==> src/hw/rtl/asl_div.sv <==
// Restoring divider: constant dividend over a 16-bit divisor, one quotient bit per cycle.
// No dependencies.
module asl_div #(
	parameter int DIVIDEND = 8192
) (
	input  logic                        clk,
	input  logic                        arst_n,
	input  logic                        start,
	input  logic [15:0]                 divisor,
	output logic                        done,
	output logic [$clog2(DIVIDEND+1)-1:0] quotient
);

	localparam int QW = $clog2(DIVIDEND + 1);
	localparam int CW = $clog2(QW);
	localparam logic [QW-1:0] NUM = QW'(DIVIDEND);

	logic          busy_q;
	logic [CW-1:0] cnt_q;
	logic [15:0]   den_q;
	logic [15:0]   rem_q;
	logic [QW-1:0] quo_q;
	logic [CW-1:0] bit_idx;
	logic [16:0]   trial;
	logic          fits;

	assign bit_idx = CW'(QW - 1) - cnt_q;
	assign trial   = {rem_q, NUM[bit_idx]};
	assign fits    = trial >= {1'b0, den_q};

	always_ff @(posedge clk or negedge arst_n) begin
		if (!arst_n) begin
			busy_q <= 1'b0;
			cnt_q  <= '0;
			done   <= 1'b0;
		end else begin
			done <= 1'b0;
			if (start) begin
				busy_q <= 1'b1;
				cnt_q  <= '0;
			end else if (busy_q) begin
				cnt_q <= cnt_q + 1'b1;
				if (cnt_q == CW'(QW - 1)) begin
					busy_q <= 1'b0;
					done   <= 1'b1;
				end
			end
		end
	end

	always_ff @(posedge clk) begin
		if (start) begin
			den_q <= divisor;
			rem_q <= '0;
			quo_q <= '0;
		end else if (busy_q) begin
			rem_q <= fits ? 16'(trial - {1'b0, den_q}) : trial[15:0];
			quo_q <= {quo_q[QW-2:0], fits};
		end
	end

	assign quotient = quo_q;

endmodule
==> config.mk <==
export PLATFORM = sky130hd
export DESIGN_NAME = asl_div
export DESIGN_NICKNAME = d
export VERILOG_FILES = /design/src/hw/rtl/asl_div.sv
export SDC_FILE = /design/constraint.sdc
export NUM_CORES = 1
export LEC_CHECK = 0
export BUFFER_PORTS_ARGS = -buffer_cell sky130_fd_sc_hd__buf_4
export CORE_MARGIN = 2
export CORE_UTILIZATION = 61
export CTS_BUF_LIST = sky130_fd_sc_hd__clkbuf_8 sky130_fd_sc_hd__clkbuf_16
export CTS_CLUSTER_SIZE = 10
export DETAILED_ROUTE_END_ITERATION = 16
export PLACE_DENSITY = 0.93
export SKIP_LAST_GASP = 1
export SYNTH_ARGS = -nofsm -noshare
export SYNTH_HDL_FRONTEND = slang
export SYNTH_SLANG_ARGS = --single-unit
export TNS_END_PERCENT = 1
==> constraint.sdc <==
create_clock -name clk -period 5 [get_ports clk]
set_input_delay 0.25 -clock clk [delete_from_list [all_inputs] [get_ports clk]]
set_output_delay 0.25 -clock clk [all_outputs]
set_load 0.05 [all_outputs]
* Word level (Yosys, flattened, before mapping)
Memory sizes are Yosys's and may differ from the RTL's.
Index checks and enable logic that the tools add are counted.
** Operators by class
- Add/subtract/negate cells :: 3
- Reductions and logical operators :: 1
- Magnitude comparators :: 2
- Equal/unequal tests :: 1
- Multiplexer cells :: 10
** Operators by type and width (count)
- 17-bit by 16-bit >= comparator with 1-bit output :: 1
- 16-bit two-way mux :: 1
- 16-bit subtractor :: 1
- 4-bit two-way mux :: 2
- 1-bit two-way mux :: 7
- 4-bit by 5-bit less-than comparator with 1-bit output (second input constant) :: 1
- 4-bit by 1-bit adder with 4-bit output (second input constant) :: 1
- 4-bit equality test (second input constant) :: 1
- 4-bit subtractor (first input constant) :: 1
- 2-bit nonzero test :: 1
** Storage, ports and cells
- ROM bits :: 16
- Memories :: 1
- Flip-flop bits (word level) :: 52
- Input port bits :: 19
** Memories
- (name not given) :: depth 16, bits a word 1, read ports 1, clocked after Yosys merged registers in 0, write ports 0, RTL line 28 : assign trial = {rem_q, NUM[bit_idx]};

* Longest topological paths before layout
- Word-level depth :: 5
- Mapped depth :: 12
- Mapped depth without buffers :: 12

* Worst setup path after synthesis
Ideal clock, no wire load.
- Path kind :: flip-flop to flip-flop
- From :: register cnt_q[2]
- To :: register rem_q[14]
- Slack :: 2524 ps
- Stages on the path, launching flop included :: 13
- Arrival time :: 2342 ps
- Path buffers :: 0
- Required time :: 4867 ps
- Cell sequence :: dfrtp_1 ha_1 xnor2_1 nand3b_1 ha_1 fa_1 nor2b_1 o21ai_0 a21oi_1 a211oi_1 o21ai_0 xnor2_1 o221ai_1
** Between the ends
- Cells in the longest elaborated chain, start to end :: 5
- Elaborated cells on any way between the ends :: 6
- Classes of those cells :: add/sub: 2; order compare: 1; mux: 2; memory: 1
** Ends and longest elaborated chain
- start, declared :: RTL line 19 : logic [CW-1:0] cnt_q;
- start signal, assigned :: RTL line 42 : cnt_q <= cnt_q + 1'b1;
- 4-bit subtractor * :: RTL line 27 : assign bit_idx = CW'(QW - 1) - cnt_q;
- memory 16 x 1 bit *
- 1-bit two-way mux (implied by the code) * :: RTL line 28
- 16-bit subtractor or 17-bit by 16-bit >= comparator with 1-bit output (tied branches) :: RTL line 57, 29
- 16-bit two-way mux * :: RTL line 57 : rem_q <= fits ? 16'(trial - {1'b0, den_q}) : trial[15:0];
- end signal, assigned :: RTL line 57
- end, declared :: RTL line 21 : logic [15:0] rem_q;
Mark *: on every way between the ends. The rest lies on a longest branch, timed or not. The select of a mux whose other input is x is not followed.
A chain may end at the register's enable or synchronous reset.

* Worst setup path in the final report
- From :: register cnt_q[2]
- To :: register rem_q[0]
The elaborated chain is that of the path after synthesis.

==> impl_metrics.tcl <==
set metrics [dict create \
    place_area_um2 3150 \
    drt_iter0_markers 113 \
    worstPathArrival_ns 3.21 \
    finalCritPeriodShare_pct 59.5 \
    setup_viol 0 \
    crit_path_start_kind "flip-flop" \
    crit_path_max_incr_delay_ns 0.58 \
    cts.sinks 52 \
    final_area_um2 3250 \
    grt_pass1_vias 2003 \
    async_reset_ff_share_pct 11.5 \
    ir_worst_vdd_mv 0.193 \
    synth_cells 287 \
    place_ws_ns 2.03 \
    fin_nets 357 \
    dp.cells 363 \
    finalMaxSlewViolations 0 \
    hold_viol 0 \
    cp_slowest_cell "a31oi_4" \
    core_um2 4690 \
    avgSynthCellArea_um2 10.2 \
    drtPass1Iterations 4 \
    path_class "flip-flop to flip-flop" \
    cts_buffers 5 \
    layout.cells.non_filler 372 \
    drive_gt1_share_pct 18.6 \
    synth.cell_area_um2 2940 \
    post-route-util_pct 69.3 \
    power.density_nw_per_um2 461 \
    routed_wl_mm 5.18 \
    track_usage_pct 20.3 \
    worstPathRequired_ns 5.23 \
    skew_ns 0.00528 \
    leakagePower_nw 1.60 \
    cts_root_buf "clkbuf_8" \
    fin_crit_ns 2.97 \
    ys_seq_area_share_pct 41.9 \
    crit_buf_inv 0 \
    grt_pass1_wl_mm 8.58 \
    clkTransAtPathRegs_ns 0.09 \
    dieHeight_um 73.4 \
    drc 0 \
    die_area_um2 5390 \
    ant_nets 0 \
    routed_via_density 5.68 \
    yosys_warnings 0 \
    start_util_pct 62.7 \
    antenna_found_initial 0 \
    die_x_um 73.4 \
    drv_cap 0 \
    hpwl_mm 3.75 \
    ys.flop_type "dfxtp_1" \
    io_pins 34 \
    path_delay_family "compound AO/OA/AOI/OAI gates" \
    place.gp.congestion 0.908 \
    cts_tree "built" \
    io_buffers 33 \
    fmax_ghz 0.336 \
    crit_chain "ha_1 -> xnor2_1 -> nand3b_1 -> ha_1 -> nand2b_1 -> a21oi_1 -> nor3_2 -> o21ai_2 -> a31oi_4 -> mux2_2 -> a211oi_2" \
    post_cts.repair.setup_buffers 0 \
    synth-edff-count 16 \
    wl_per_cell_um 13.9 \
    layout_setup_ws_ns 2.03 \
    crit_path_frequent_cell "ha_1" \
    grt.overflow.total 0 \
    synth_fp_nets 327 \
    critPathMaxFanout 17 \
    whs_ns 0.111 \
    ys_types 50 \
    yosys_register_bits 52 \
    vias 2113 \
    cts.htree.levels 2 \
    maxSlewHeadroom_pct 38.7 \
    power_mw 1.50 \
    worst_pin_slew_ns 0.920 \
    cts.path.max_buffers 2 \
    insertion_delay_ns 0.31 \
    antennaDiodeCount 0 \
    status "completed" \
    area_growth_pct 10.5 \
    tns_ns 0 \
    critPathCaptureType "flip-flop" \
    rsz0062_at_grt "false" \
    row_count 25 \
    grt_max_degree 56 \
    hold_class "primary input to flip-flop" \
]
layer usage:
layer  global-route usage [%]  share of wire, %
met4                     7.47               2.2
met3                     5.21               4.7
met2                     32.9                47
met1                     26.1                46
met5                        0                 0
cells by family (layout without fill, tap and decap cells):
group	Yosys count	count (layout)	share of synthesized area, %
and+or+nand+nor	81	81	13.1
buffers and inverters	30	61	6.08
DFF	52	52	41.9
AOI/OAI and AO/OA	60	60	15.7
adders and majority gates	21	21	9.19
muxes	26	26	8.94
xor gates and xnor gates	17	17	5.06
path summary, 6_finish.rpt:
path	start	end	slack [ns]	cells past startpoint
max in group asynchronous	arst_n	cnt_q[1]	4.61	2
max	cnt_q[2]	rem_q[0]	2.03	11
max reg2reg	cnt_q[2]	rem_q[0]	2.03	11
min in group asynchronous	arst_n	done	0.28	2
min reg2reg	rem_q[6]	rem_q[6]	0.51	2
min	divisor[15]	den_q[15]	0.11	1
synthesized netlist by cell type (all sizes together) (2+ instances only):
cell type	number	area share, %
a211o	2	0.60
a211oi	13	3.5
a21o	8	2.1
a21oi	12	2.8
buf	4	1.4
clkbuf	8	2.4
dfrtp	6	5.1
dfxtp	30	20
edfxtp	16	16
ha	20	8.5
inv	18	2.3
mux2	2	0.77
mux2i	24	8.2
nand2	13	1.7
nand2b	9	2.0
nand3	2	0.34
nand4	4	0.85
nand4b	2	0.60
nor2	40	5.1
nor3	5	1.0
nor3b	2	0.51
o211ai	3	0.77
o21ai	12	2.2
o221ai	2	0.60
xnor2	10	3.0
xor2	7	2.1
report_power, final:
part	switching (mW)	internal (mW)	total [mW]
clock network	0.134	0.0980	0.232
registers	0.0546	0.507	0.561
logic	0.386	0.317	0.703
total	0.574	0.922	1.50
cell type report:
type                       instances  area (um^2)
multi-input combinational        205         1530
tap                               54         67.6
timing repair buffer              35          265
inverter                          18         67.6
clock inverter                     3         18.8
clock buffer                       5         68.8
fill                             340         1440
sequential                        52         1230
placed cells by master (no fill, tap or decap), types with 2 or more instances in the layout:
master / netlist / layout
a21oi_1: 8 / 8
a211o_1: 2 / 2
buf_4: 0 / 34
xor2_1: 7 / 7
a211oi_1: 12 / 12
nand4_1: 4 / 4
o221ai_1: 2 / 2
dfxtp_1: 30 / 30
mux2i_1: 24 / 24
a21o_1: 7 / 7
nand3_1: 2 / 2
o211ai_1: 3 / 3
dfrtp_1: 6 / 6
clkbuf_8: 4 / 5
edfxtp_1: 16 / 16
nand4b_1: 2 / 2
nor3b_1: 2 / 2
o21ai_0: 11 / 11
xnor2_1: 10 / 10
a21oi_2: 3 / 3
inv_1: 18 / 19
ha_1: 20 / 20
mux2_2: 2 / 2
nand2_1: 12 / 12
nor2_1: 40 / 40
nand2b_1: 8 / 8
nor3_1: 4 / 4
registers in the layout, summed over array words and instances (netlist names):
name / count
cnt_q: 4
den_q: 16
rem_q: 16
done: 1
quotient: 14
busy_q: 1
what timing repair did:
item                                    4_1_cts  5_1_grt
gates resized for setup                       0        0
endpoints found under the setup margin        0        0
hold buffers                                  1        0
hold endpoints to repair                      6        0
(Power assumes the default switching activity.)
